## config.mk

```make
export PLATFORM = sky130hd
export DESIGN_NAME = webvtt_timestamp_parser
export DESIGN_NICKNAME = d
export VERILOG_FILES = /design/src/rtl/wtp_pkg.sv /design/src/rtl/wtp_skid.sv /design/src/rtl/wtp_field_acc.sv /design/src/rtl/wtp_result.sv /design/src/rtl/webvtt_timestamp_parser.sv
export SDC_FILE = /design/constraint.sdc
export NUM_CORES = 1
export LEC_CHECK = 0
export BUFFER_PORTS_ARGS = -buffer_cell sky130_fd_sc_hd__buf_4
export CORE_UTILIZATION = 25
export CTS_CLUSTER_DIAMETER = 60
export CTS_CLUSTER_SIZE = 10
export DETAILED_ROUTE_END_ITERATION = 12
export GPL_TIMING_DRIVEN = 0
export SKIP_CTS_REPAIR_TIMING = 1
export SLEW_MARGIN = 10
export SYNTH_ARGS = -nofsm -noshare
export SYNTH_HDL_FRONTEND = slang
export SYNTH_SLANG_ARGS = --single-unit
export TNS_END_PERCENT = 50
```

## constraint.sdc

```tcl
create_clock -name clock -period 8.2 [get_ports clock]
set_clock_uncertainty 0.1 [all_clocks]
set_input_delay 1.64 -clock clock [delete_from_list [all_inputs] [get_ports clock]]
set_output_delay 1.64 -clock clock [all_outputs]
set_load 0.01 [all_outputs]
```

## src/rtl/wtp_pkg.sv

```systemverilog
// Shared types and constants for the WebVTT timestamp parser.
// No dependencies; every other file refers to this package by scoped names.
`timescale 1ns / 1ps
`default_nettype none

package wtp_pkg;

   localparam int MS_W = 38;

   localparam logic [7:0] CHAR_SPACE = 8'h20;
   localparam logic [7:0] CHAR_TAB   = 8'h09;
   localparam logic [7:0] CHAR_CR    = 8'h0D;
   localparam logic [7:0] CHAR_ZERO  = 8'h30;
   localparam logic [7:0] CHAR_NINE  = 8'h39;
   localparam logic [7:0] CHAR_COLON = 8'h3A;
   localparam logic [7:0] CHAR_DOT   = 8'h2E;

   localparam logic [2:0] DIGIT_SAT  = 3'd4;
   localparam logic [2:0] DIGIT_MIN  = 3'd2;
   localparam logic [2:0] FRAC_DIGITS = 3'd3;
   localparam logic [1:0] COLON_MAX  = 2'd2;
   localparam logic [1:0] COLON_BAD  = 2'd3;
   localparam logic [1:0] COLON_MS   = 2'd1;
   localparam logic [1:0] COLON_HMS  = 2'd2;
   localparam logic [6:0] SMALL_CAP  = 7'd127;
   localparam logic [6:0] SIXTY      = 7'd60;

   localparam logic [21:0] MS_PER_HOUR = 22'd3600000;
   localparam logic [15:0] MS_PER_MIN  = 16'd60000;
   localparam logic [9:0]  MS_PER_SEC  = 10'd1000;

   typedef struct packed {
      logic [7:0] code;
      logic       last;
   } char_type;

   // Finished token, everything but the hours value
   typedef struct packed {
      logic       ok;
      logic [5:0] minutes;
      logic [5:0] seconds;
      logic [9:0] frac;
   } fin_type;

endpackage

`default_nettype wire

```

## src/rtl/wtp_skid.sv

```systemverilog
// Two-entry input buffer for the timestamp parser: head register plus spare.
// The stall toward the sender comes straight from a flop. Uses wtp_pkg.
`timescale 1ns / 1ps
`default_nettype none

module wtp_skid (
   input  wire logic              clock,
   input  wire logic              reset,
   input  wire logic              in_valid,
   output      logic              in_stall,
   input  wire wtp_pkg::char_type in_item,
   output      logic              hd_valid,
   output      wtp_pkg::char_type hd_item,
   input  wire logic              pop
);

   logic              hd_valid_ff, hd_valid_in;
   logic              sp_valid_ff, sp_valid_in;
   wtp_pkg::char_type hd_item_ff, hd_item_in;
   wtp_pkg::char_type sp_item_ff, sp_item_in;
   logic              accept;

   assign accept   = in_valid && !sp_valid_ff;
   assign in_stall = sp_valid_ff;
   assign hd_valid = hd_valid_ff;
   assign hd_item  = hd_item_ff;

   always_comb begin
      hd_valid_in = hd_valid_ff;
      hd_item_in  = hd_item_ff;
      sp_valid_in = sp_valid_ff;
      sp_item_in  = sp_item_ff;
      if (!hd_valid_ff || pop) begin
         // refill head from the spare first, else from the port
         if (sp_valid_ff) begin
            hd_valid_in = 1'b1;
            hd_item_in  = sp_item_ff;
            sp_valid_in = 1'b0;
         end else begin
            hd_valid_in = accept;
            hd_item_in  = in_item;
         end
      end else if (accept) begin
         sp_valid_in = 1'b1;
         sp_item_in  = in_item;
      end
   end

   always_ff @(posedge clock) begin
      if (reset) begin
         hd_valid_ff <= 1'b0;
         sp_valid_ff <= 1'b0;
      end else begin
         hd_valid_ff <= hd_valid_in;
         sp_valid_ff <= sp_valid_in;
      end
      hd_item_ff <= hd_item_in;
      sp_item_ff <= sp_item_in;
   end

   a_spare_needs_head : assert property (@(posedge clock) disable iff (reset)
      sp_valid_ff |-> hd_valid_ff)
      else $error("spare entry held with empty head");

endmodule

`default_nettype wire

```

## src/rtl/wtp_field_acc.sv

```systemverilog
// Per-character token state of the timestamp parser: digit accumulate, field
// capture at colon and dot, error tracking. Uses wtp_pkg.
`timescale 1ns / 1ps
`default_nettype none

module wtp_field_acc #(
   parameter int HOURS_LIMIT = 65535,
   parameter int VAL_W       = 17
) (
   input  wire logic              clock,
   input  wire logic              reset,
   input  wire logic              take,
   input  wire wtp_pkg::char_type item,
   output      wtp_pkg::fin_type  fin,
   output      logic [VAL_W-1:0]  fin_hours
);

   logic [1:0]       colon_count_ff, colon_count_in, cc_u;
   logic             in_fraction_ff, in_fraction_in, inf_u;
   logic [2:0]       digit_count_ff, digit_count_in, dc_u;
   logic [VAL_W-1:0] current_value_ff, current_value_in, cur_u;
   logic [VAL_W-1:0] first_field_ff, first_field_in, first_u;
   logic [6:0]       second_field_ff, second_field_in, second_u;
   logic [6:0]       seconds_value_ff, seconds_value_in, sec_u;
   logic             error_flag_ff, error_flag_in, err_u;
   logic             content_seen_ff, content_seen_in, cont_u;
   logic             trailing_space_ff, trailing_space_in, trail_u;

   logic             is_space, is_digit;
   logic [VAL_W+3:0] acc;
   logic             field_ok;

   function automatic logic [6:0] cap7(input logic [VAL_W-1:0] v);
      if (v > VAL_W'(wtp_pkg::SMALL_CAP)) begin
         return wtp_pkg::SMALL_CAP;
      end
      return 7'(v);
   endfunction

   assign is_space = (item.code == wtp_pkg::CHAR_SPACE) ||
                     (item.code >= wtp_pkg::CHAR_TAB && item.code <= wtp_pkg::CHAR_CR);
   assign is_digit = (item.code >= wtp_pkg::CHAR_ZERO) && (item.code <= wtp_pkg::CHAR_NINE);
   // digit value is the low nibble of an ASCII digit
   assign acc = (VAL_W+4)'(current_value_ff) * (VAL_W+4)'(10) + (VAL_W+4)'(item.code[3:0]);

   always_comb begin
      cc_u     = colon_count_ff;
      inf_u    = in_fraction_ff;
      dc_u     = digit_count_ff;
      cur_u    = current_value_ff;
      first_u  = first_field_ff;
      second_u = second_field_ff;
      sec_u    = seconds_value_ff;
      err_u    = error_flag_ff;
      cont_u   = content_seen_ff;
      trail_u  = trailing_space_ff;

      if (is_space) begin
         if (content_seen_ff) begin
            trail_u = 1'b1;
         end
      end else begin
         if (trailing_space_ff) begin
            err_u = 1'b1;
         end
         cont_u = 1'b1;
         if (is_digit) begin
            if (acc > (VAL_W+4)'(HOURS_LIMIT)) begin
               cur_u = VAL_W'(HOURS_LIMIT + 1);
            end else begin
               cur_u = acc[VAL_W-1:0];
            end
            if (digit_count_ff < wtp_pkg::DIGIT_SAT) begin
               dc_u = digit_count_ff + 3'd1;
            end
         end else if (item.code == wtp_pkg::CHAR_COLON) begin
            if (in_fraction_ff || colon_count_ff >= wtp_pkg::COLON_MAX) begin
               err_u = 1'b1;
               cc_u  = wtp_pkg::COLON_BAD;
            end else begin
               if (colon_count_ff == 2'd0) begin
                  first_u = current_value_ff;
               end else begin
                  second_u = cap7(current_value_ff);
               end
               cc_u = colon_count_ff + 2'd1;
            end
            if (digit_count_ff < wtp_pkg::DIGIT_MIN) begin
               err_u = 1'b1;
            end
            cur_u = '0;
            dc_u  = '0;
         end else if (item.code == wtp_pkg::CHAR_DOT) begin
            if (in_fraction_ff) begin
               err_u = 1'b1;
            end
            inf_u = 1'b1;
            sec_u = cap7(current_value_ff);
            if (digit_count_ff < wtp_pkg::DIGIT_MIN) begin
               err_u = 1'b1;
            end
            cur_u = '0;
            dc_u  = '0;
         end else begin
            err_u = 1'b1;
         end
      end
   end

   // Finish the token from the updated state
   always_comb begin
      case (cc_u)
         wtp_pkg::COLON_MS:  field_ok = first_u < VAL_W'(wtp_pkg::SIXTY);
         wtp_pkg::COLON_HMS: field_ok = (second_u < wtp_pkg::SIXTY) &&
                                        (first_u <= VAL_W'(HOURS_LIMIT));
         default:            field_ok = 1'b0;
      endcase
      fin.ok      = !err_u && inf_u && (dc_u == wtp_pkg::FRAC_DIGITS) &&
                    (sec_u < wtp_pkg::SIXTY) && field_ok;
      fin.minutes = (cc_u == wtp_pkg::COLON_MS) ? first_u[5:0] : second_u[5:0];
      fin.seconds = sec_u[5:0];
      fin.frac    = 10'(cur_u);
      fin_hours   = (cc_u == wtp_pkg::COLON_HMS) ? first_u : '0;
   end

   always_comb begin
      colon_count_in    = colon_count_ff;
      in_fraction_in    = in_fraction_ff;
      digit_count_in    = digit_count_ff;
      current_value_in  = current_value_ff;
      first_field_in    = first_field_ff;
      second_field_in   = second_field_ff;
      seconds_value_in  = seconds_value_ff;
      error_flag_in     = error_flag_ff;
      content_seen_in   = content_seen_ff;
      trailing_space_in = trailing_space_ff;
      if (take) begin
         if (item.last) begin
            // token done: clear for the next one
            colon_count_in    = '0;
            in_fraction_in    = 1'b0;
            digit_count_in    = '0;
            current_value_in  = '0;
            first_field_in    = '0;
            second_field_in   = '0;
            seconds_value_in  = '0;
            error_flag_in     = 1'b0;
            content_seen_in   = 1'b0;
            trailing_space_in = 1'b0;
         end else begin
            colon_count_in    = cc_u;
            in_fraction_in    = inf_u;
            digit_count_in    = dc_u;
            current_value_in  = cur_u;
            first_field_in    = first_u;
            second_field_in   = second_u;
            seconds_value_in  = sec_u;
            error_flag_in     = err_u;
            content_seen_in   = cont_u;
            trailing_space_in = trail_u;
         end
      end
   end

   always_ff @(posedge clock) begin
      if (reset) begin
         colon_count_ff    <= '0;
         in_fraction_ff    <= 1'b0;
         digit_count_ff    <= '0;
         current_value_ff  <= '0;
         first_field_ff    <= '0;
         second_field_ff   <= '0;
         seconds_value_ff  <= '0;
         error_flag_ff     <= 1'b0;
         content_seen_ff   <= 1'b0;
         trailing_space_ff <= 1'b0;
      end else begin
         colon_count_ff    <= colon_count_in;
         in_fraction_ff    <= in_fraction_in;
         digit_count_ff    <= digit_count_in;
         current_value_ff  <= current_value_in;
         first_field_ff    <= first_field_in;
         second_field_ff   <= second_field_in;
         seconds_value_ff  <= seconds_value_in;
         error_flag_ff     <= error_flag_in;
         content_seen_ff   <= content_seen_in;
         trailing_space_ff <= trailing_space_in;
      end
   end

   a_bad_colon_is_error : assert property (@(posedge clock) disable iff (reset)
      (colon_count_ff == wtp_pkg::COLON_BAD) |-> error_flag_ff)
      else $error("third colon recorded without error");

   a_digit_count_sat : assert property (@(posedge clock) disable iff (reset)
      digit_count_ff <= wtp_pkg::DIGIT_SAT)
      else $error("digit count above saturation");

   a_trailing_needs_content : assert property (@(posedge clock) disable iff (reset)
      !content_seen_ff |-> !trailing_space_ff)
      else $error("trailing space before any content");

endmodule

`default_nettype wire

```

## src/rtl/wtp_result.sv

```systemverilog
// Result side of the timestamp parser: finished-token register, millisecond
// sum, output register. Uses wtp_pkg.
`timescale 1ns / 1ps
`default_nettype none

module wtp_result #(
   parameter int VAL_W = 17
) (
   input  wire logic                      clock,
   input  wire logic                      reset,
   input  wire logic                      load,
   input  wire wtp_pkg::fin_type          fin,
   input  wire logic [VAL_W-1:0]          fin_hours,
   output      logic                      fin_ready,
   output      logic                      out_valid,
   input  wire logic                      out_stall,
   output      logic                      out_valid_res,
   output      logic [wtp_pkg::MS_W-1:0]  out_total_ms
);

   logic                     fin_valid_ff, fin_valid_in;
   wtp_pkg::fin_type         fin_ff;
   logic [VAL_W-1:0]         hours_ff;
   logic                     rsp_valid_ff, rsp_valid_in;
   logic                     rsp_valid_res_ff;
   logic [wtp_pkg::MS_W-1:0] rsp_total_ms_ff;
   logic                     out_ready;

   logic [VAL_W+21:0]        hour_ms;
   logic [21:0]              min_ms;
   logic [15:0]              sec_ms;
   logic [wtp_pkg::MS_W-1:0] total;

   assign out_ready = !rsp_valid_ff || !out_stall;
   assign fin_ready = !fin_valid_ff || out_ready;

   assign hour_ms = hours_ff * wtp_pkg::MS_PER_HOUR;
   assign min_ms  = fin_ff.minutes * wtp_pkg::MS_PER_MIN;
   assign sec_ms  = fin_ff.seconds * wtp_pkg::MS_PER_SEC;
   // wide limits wrap into the 38-bit field
   assign total   = wtp_pkg::MS_W'(hour_ms) + wtp_pkg::MS_W'(min_ms) +
                    wtp_pkg::MS_W'(sec_ms) + wtp_pkg::MS_W'(fin_ff.frac);

   always_comb begin
      fin_valid_in = fin_valid_ff;
      if (load) begin
         fin_valid_in = 1'b1;
      end else if (out_ready) begin
         fin_valid_in = 1'b0;
      end
      rsp_valid_in = out_ready ? fin_valid_ff : rsp_valid_ff;
   end

   always_ff @(posedge clock) begin
      if (reset) begin
         fin_valid_ff <= 1'b0;
         rsp_valid_ff <= 1'b0;
      end else begin
         fin_valid_ff <= fin_valid_in;
         rsp_valid_ff <= rsp_valid_in;
      end
      if (load) begin
         fin_ff   <= fin;
         hours_ff <= fin_hours;
      end
      if (out_ready) begin
         rsp_valid_res_ff <= fin_ff.ok;
         rsp_total_ms_ff  <= fin_ff.ok ? total : '0;
      end
   end

   assign out_valid     = rsp_valid_ff;
   assign out_valid_res = rsp_valid_res_ff;
   assign out_total_ms  = rsp_total_ms_ff;

   a_load_has_room : assert property (@(posedge clock) disable iff (reset)
      load |-> fin_ready)
      else $error("finished token loaded over a held one");

   a_invalid_is_zero : assert property (@(posedge clock) disable iff (reset)
      (rsp_valid_ff && !rsp_valid_res_ff) |-> (rsp_total_ms_ff == '0))
      else $error("invalid token with nonzero time");

endmodule

`default_nettype wire

```

## src/rtl/webvtt_timestamp_parser.sv

```systemverilog
// WebVTT timestamp parser: takes one byte of a [hh:]mm:ss.fff token per item
// and returns, on the byte flagged last, a valid flag and the time in whole
// milliseconds (zero when invalid). One byte is taken every clock cycle unless req_stall
// is high; the last byte of a token passes through the input buffer, then its result through
// the finished-token register and the output register. req_stall comes from a flop
// and rises only while rsp_stall holds back a finished token.
// Hours above HOURS_LIMIT make the token invalid. Uses wtp_pkg.
`timescale 1ns / 1ps
`default_nettype none

module webvtt_timestamp_parser #(
   parameter int HOURS_LIMIT = 65535
) (
   input  wire logic                     clock,
   input  wire logic                     reset,
   input  wire logic                     req_valid,
   output      logic                     req_stall,
   input  wire logic [7:0]               req_char_code,
   input  wire logic                     req_is_last,
   output      logic                     rsp_valid,
   input  wire logic                     rsp_stall,
   output      logic                     rsp_valid_res,
   output      logic [wtp_pkg::MS_W-1:0] rsp_total_ms
);

   localparam int VAL_W = $clog2(HOURS_LIMIT + 2);

   wtp_pkg::char_type in_item;
   wtp_pkg::char_type hd_item;
   logic              hd_valid;
   logic              fin_ready;
   logic              consume;
   wtp_pkg::fin_type  fin;
   logic [VAL_W-1:0]  fin_hours;

   assign in_item.code = req_char_code;
   assign in_item.last = req_is_last;

   // a last byte waits until the result side has room
   assign consume = hd_valid && (!hd_item.last || fin_ready);

   wtp_skid u_skid (
      .clock    (clock),
      .reset    (reset),
      .in_valid (req_valid),
      .in_stall (req_stall),
      .in_item  (in_item),
      .hd_valid (hd_valid),
      .hd_item  (hd_item),
      .pop      (consume)
   );

   wtp_field_acc #(
      .HOURS_LIMIT (HOURS_LIMIT),
      .VAL_W       (VAL_W)
   ) u_field_acc (
      .clock     (clock),
      .reset     (reset),
      .take      (consume),
      .item      (hd_item),
      .fin       (fin),
      .fin_hours (fin_hours)
   );

   wtp_result #(
      .VAL_W (VAL_W)
   ) u_result (
      .clock         (clock),
      .reset         (reset),
      .load          (consume && hd_item.last),
      .fin           (fin),
      .fin_hours     (fin_hours),
      .fin_ready     (fin_ready),
      .out_valid     (rsp_valid),
      .out_stall     (rsp_stall),
      .out_valid_res (rsp_valid_res),
      .out_total_ms  (rsp_total_ms)
   );

   a_stall_needs_backpressure : assert property (@(posedge clock) disable iff (reset)
      !$past(rsp_stall) |-> !req_stall)
      else $error("input stalled without output backpressure");

endmodule

`default_nettype wire

```

# After elaboration in Yosys (flattened, before gate mapping)
# Index checks and enable logic that the tools add are counted.
[op_classes]
n_lt_le_gt_ge = 13
n_shift = 0
bitwise_logic = 1
n_mul = 4
div = 0
n_reduce_logical = 33
n_eq_ne = 7
addsub = 6
n_mux = 73
[ops]
columns = ["cell", "count"]
rows = [
  ["17-bit two-way mux", 12],
  ["7-bit two-way mux", 14],
  ["38-bit by 10-bit adder with 38-bit output", 1],
  ["38-bit by 16-bit adder with 38-bit output", 1],
  ["38-bit by 22-bit adder with 38-bit output", 1],
  ["1-bit two-way mux", 33],
  ["17-bit by 15-bit multiplier with 31-bit output, second input constant", 1],
  ["8-bit by 6-bit == test with 1-bit output, second input constant", 3],
  ["21-bit by 4-bit adder with 21-bit output", 1],
  ["21-bit by 16-bit > comparator with 1-bit output, second input constant", 1],
  ["17-bit by 3-bit multiplier with 20-bit output, second input constant", 1],
  ["3-bit two-way mux", 6],
  ["17-bit by 7-bit > comparator with 1-bit output, second input constant", 1],
  ["17-bit by 16-bit <= comparator with 1-bit output, second input constant", 1],
  ["17-bit by 6-bit < comparator with 1-bit output, second input constant", 1],
  ["6-bit by 11-bit multiplier with 17-bit output, second input constant", 1],
  ["7-bit by 6-bit < comparator with 1-bit output, second input constant", 2],
  ["6-bit by 7-bit multiplier with 13-bit output, second input constant", 1],
  ["1-bit logical AND", 10],
  ["2-bit two-way mux", 5],
  ["9-bit two-way mux", 1],
  ["8-bit by 4-bit greater-or-equal comparator with 1-bit output, second input constant", 1],
  ["8-bit by 6-bit greater-or-equal comparator with 1-bit output, second input constant", 1],
  ["8-bit by 4-bit <= comparator with 1-bit output, second input constant", 1],
  ["21 further kinds", 36],
]
[word_totals]
mem_count = 0
ram_bits = 0
in_bits = 13
output_inout_bits = 41
elab_cells = 163
latchBits = 0
romBits = 0
regBits = 158

# Logic depth before layout (Yosys ltp)
[depth]
word_depth = 17
ltp_mapped = 33
mapped_depth_nobuf = 32

# By module
# From an unflattened synthesis, not the netlist that was laid out.
[unflattened]
cells_unflattened = 1759
hier_area_um2 = 17518.1
[by_module_without_submodules]
columns = ["mod", "seq_area_each_um2", "n_inst", "area_each_um2", "cells_each"]
rows = [
  ["wtp_result", 2412.3, 1, 12136.6, 1138],
  ["wtp_field_acc", 1141.1, 1, 4604.4, 583],
  ["wtp_skid", 580.6, 1, 758.2, 35],
  ["webvtt_timestamp_parser", 0.0, 1, 18.8, 3],
]

# Least setup slack after synthesis
# OpenSTA, ideal clock, no wires.
[synth_timing]
path_kind = "reg2reg"
startpoint = "register u_result.hours_ff[7]"
endpoint = "register u_result.rsp_total_ms_ff, in the netlist u_result.out_total_ms[32], data pin"
n_path_buf = 1
synth_period_minus_slack_ns = 7.328
required_time_ns = 7.834
setup_ns = 0.266
arrival_ns = 6.962
path_slack_ns = 0.872
stages_incl_launch_ff = 32
path_cell_list = "edfxtp_1 ha_1 inv_1 fa_1 inv_1 fa_1 inv_1 fa_1 inv_1 fa_1 inv_1 fa_1 inv_1 ha_1 o21ai_0 a21boi_0 o21ai_0 nand2b_1 xor2_1 ha_1 ha_1 ha_1 nand2_1 o31ai_1 a21oi_1 o21ai_0 a41oi_1 or2_2 clkbuf_1 nor4_1 xnor2_1 nor2_1"
[synth_between]
elab_chain_len = 4
[synth_rtl]
columns = ["element", "line", "source"]
rows = [
  ["start, declared", "wtp_result.sv:23", "logic [VAL_W-1:0] hours_ff;"],
  ["start signal, assigned", "wtp_result.sv:64", "hours_ff <= fin_hours;"],
  ["17-bit by 15-bit multiplier with 31-bit output", "wtp_result.sv:37", "assign hour_ms = hours_ff * wtp_pkg::MS_PER_HOUR;"],
  ["38-bit by 22-bit adder with 38-bit output", "wtp_result.sv:41", "assign total = wtp_pkg::MS_W'(hour_ms) + wtp_pkg::MS_W'(min_ms) +"],
  ["38-bit by 16-bit adder with 38-bit output", "wtp_result.sv:41", ""],
  ["38-bit by 10-bit adder with 38-bit output", "wtp_result.sv:42", "wtp_pkg::MS_W'(sec_ms) + wtp_pkg::MS_W'(fin_ff.frac);"],
  ["end signal, assigned", "wtp_result.sv:68", "rsp_total_ms_ff <= fin_ff.ok ? total : '0;"],
  ["end, declared", "wtp_result.sv:26", "logic [wtp_pkg::MS_W-1:0] rsp_total_ms_ff;"],
]
# Every way passes these cells.
# A chain may end at the register's enable or synchronous reset.

# Worst setup path after layout
[layout_timing]
startpoint = "register u_result.hours_ff[4]"
endpoint = "register u_result.rsp_total_ms_ff, in the netlist u_result.out_total_ms[36], data pin"
# Same word-level chain as after synthesis.

==> impl_metrics.ini <==
[status]
status = complete, no violations

[power_and_ir_drop]
internal_power_uw = 2870
irDropWorstVdd_v = 0.000201
switching_share = 0.468
powerDensity_nw_per_um2 = 277
clock_power_share = 0.155
p_comb_frac = 0.668
p_leak_uw = 0.00877
seqPwrFrac = 0.177
power_switching_uw = 2520
total_power_uw = 5390

[die]
core_area_um2 = 67500
start_util = 0.254
die_height_um = 264
ios = 54
num_rows = 95
die_x_um = 264
die_area_um2 = 69600

[run]
maxCapViolCount = 0

[cells_and_area]
ff_latch_area_um2 = 4130
final_area_um2 = 19500
fin_nets = 2277
final_core_util = 0.288
fill_cells = 6995
multi_input_area_um2 = 11800
area_growth_pct = 13.7
drive_gt1_frac = 0.0977
n_antenna_cell = 0
instances_no_fill = 2726

[yosys]
synth_top_cell_by_area = ha_1
yosys_most_used_dff = edfxtp_1
synth_cells = 1749
synthAdderAreaFrac = 0.381
ys_top_cells_by_area = ha_1 19%, fa_1 19%, edfxtp_1 17%, dfxtp_1 7.1%, inv_1 6.3%
ys_seq_area_frac = 0.241
syn_nets = 2186
synth.most_common_cell = inv_1
yosysWarnings = 0
synth_common_cells = 288 x inv_1, 261 x ha_1, 163 x fa_1
synth_edf_count = 97
netlist_area_um2 = 17100
yosys-mux-area-fraction = 0.0133
synth_seq_cells = 158
ys_types = 81
synth_compound_area_frac = 0.134
synth_top_family_by_area = adder cells
async_reset_ff_frac = 0
synth_top_cell_area_share = 0.191
synthSimpleGateAreaFrac = 0.109
syn_avg_cell_area_um2 = 9.79
synth_xor_area_frac = 0.0491

[grt]
grt_pass1_vias = 12800
grt_pass1_wl_mm = 64.0
antenna_found_initial = 1
grt_usage = 0.114
grt_max_degree = 39
overflow = 0

[placed_design]
place_area_um2 = 18700
placed_cells = 2676
dpl.hpwl_mm = 32.4
place.gp.congestion = 0.896
port_buffers = 52

[cts]
insertion_delay_ns = 0.47
cts_root_buf = clkbuf_16
cts_max_path_buffers = 2
numCtsBuffers = 17
h-tree-depth = 4
cts_tree = yes
clk_pin_slew_ns = 0.07
clock_sinks = 158

[critical_path]
required_ns = 8.33
ff2ff_path_depth = 30
worst_r2r_startpoint = u_result.hours_ff[4]
worstSetupStartpoint = u_result.hours_ff[4]
crit_path_start_kind = register
crit_path_frequent_cell = ha_1
critPathKind = register to register
cp_max_fo = 7
critPathMaxStageDelay_ns = 0.54
cp.arrival_ns = 7.92
endpoint_kind = register
crit_slowest_cell = fa_1

[drt]
met2WireLength_mm = 18.7
vias = 12500
met3_length_mm = 1.56
route.detailed.drc = 0
drt_pre_antenna_iters = 5
viasPerCell = 4.57
topRoutingLayerUsed = met5
ant_nets = 0
routedWlPerCell_um = 14.2
wl_met1_mm = 17.8
dr.first_iter.drc_count = 824
routed_wl_mm = 38.7

[sta]
finalCriticalPeriod_ns = 7.79
clock.fmax_mhz = 128
setup_viol = 0
slew_violations = 0
timing.final.crit_share = 0.951
worst_slew_pin_slew_ns = 0.776
tns_ns = 0
final-hold-violation-count = 0
max_slew_margin = 0.479

[worst_hold_path]
hold_path_depth = 2
hp-start = u_field_acc.trailing_space_ff
min_path_type = register to register
-- flip-flops by register name (all words and copies together), names as in the netlist, 2 cells and up --
register / flops
u_result.out_total_ms: 38
u_result.fin_ff: 23
u_result.hours_ff: 17
u_field_acc.seconds_value_ff: 7
u_field_acc.first_field_ff: 17
u_skid.hd_item: 9
u_field_acc.second_field_ff: 7
u_field_acc.current_value_ff: 17
u_field_acc.colon_count_ff: 2
u_skid.sp_item_ff: 9
u_field_acc.digit_count_ff: 3
-- metal layers --
layer  track usage  up-vias
li1              -     6151
met2         0.198      225
met1         0.144     6035
met3        0.0206       50
met4        0.0311        2
met5             0        -
-- cell families after synthesis --
| logic type | count (synthesis) |
|---|---|
| xor gates and xnor gates | 96 |
| muxes | 21 |
| AOI/OAI and AO/OA | 331 |
| DFF | 158 |
| adders and majority gates | 424 |
| and+or+nand+nor | 396 |
| buffers and inverters | 323 |
-- area by class of cell --
type | count | area share
tap | 873 | 0.0561
clock buffer | 17 | 0.0219
clock inverter | 15 | 0.0107
inverter | 288 | 0.0555
multi-input combinational | 1268 | 0.606
timing repair buffer | 73 | 0.0294
sequential | 158 | 0.212
buffer | 34 | 0.00765
-- path summary, 6_finish.rpt --
| kind | to | slack [ns] |
|---|---|---|
| worst max-delay path | u_result.out_total_ms[36] | 0.41 |
| worst min-delay path | u_field_acc.trailing_space_ff | 0.39 |
| worst min register to register | u_field_acc.trailing_space_ff | 0.39 |
| worst max register to register | u_result.out_total_ms[36] | 0.41 |
-- stage by stage --
stage,hold slack (ns),setup slack [ns]
2_1_floorplan,0.334,0.872
3_3_place_gp,0.349,0.133
3_5_place_dp,0.369,0.0746
4_1_cts,0.388,0.0279
5_1_grt,0.426,-0.0460
6_report,0.392,0.405
-- placed cells by master, fill, tap and decap left out, drive strengths merged, types with 33 or more instances in the layout --
cell / count
inv: 298
ha: 261
fa: 163
nor2: 149
a21oi: 100
edfxtp: 97
nand2: 95
o21ai: 80
buf: 77
xnor2: 63
dfxtp: 61
clkbuf: 47
xor2: 33
-- power by group through the flow --
stage | combinational, uW | sequential (uW) | clock [uW]
finish | 3600 | 953 | 838
global route | 4070 | 960 | 891
CTS | 3560 | 955 | 864
detailed placement | 3520 | 973 | 0
global placement | 3470 | 972 | 0
floorplan | 2770 | 990 | 0
-- worst max-delay path, delay by kind of cell (launching register included) --
kind	cells	cell delay, ns
fa+ha+maj	10	3.73
compound gates	10	1.73
simple gates	6	0.96
flops	1	0.52
xor+xnor	2	0.44
buf+inv	2	0.11
Power figures use the tool's default switching activity.
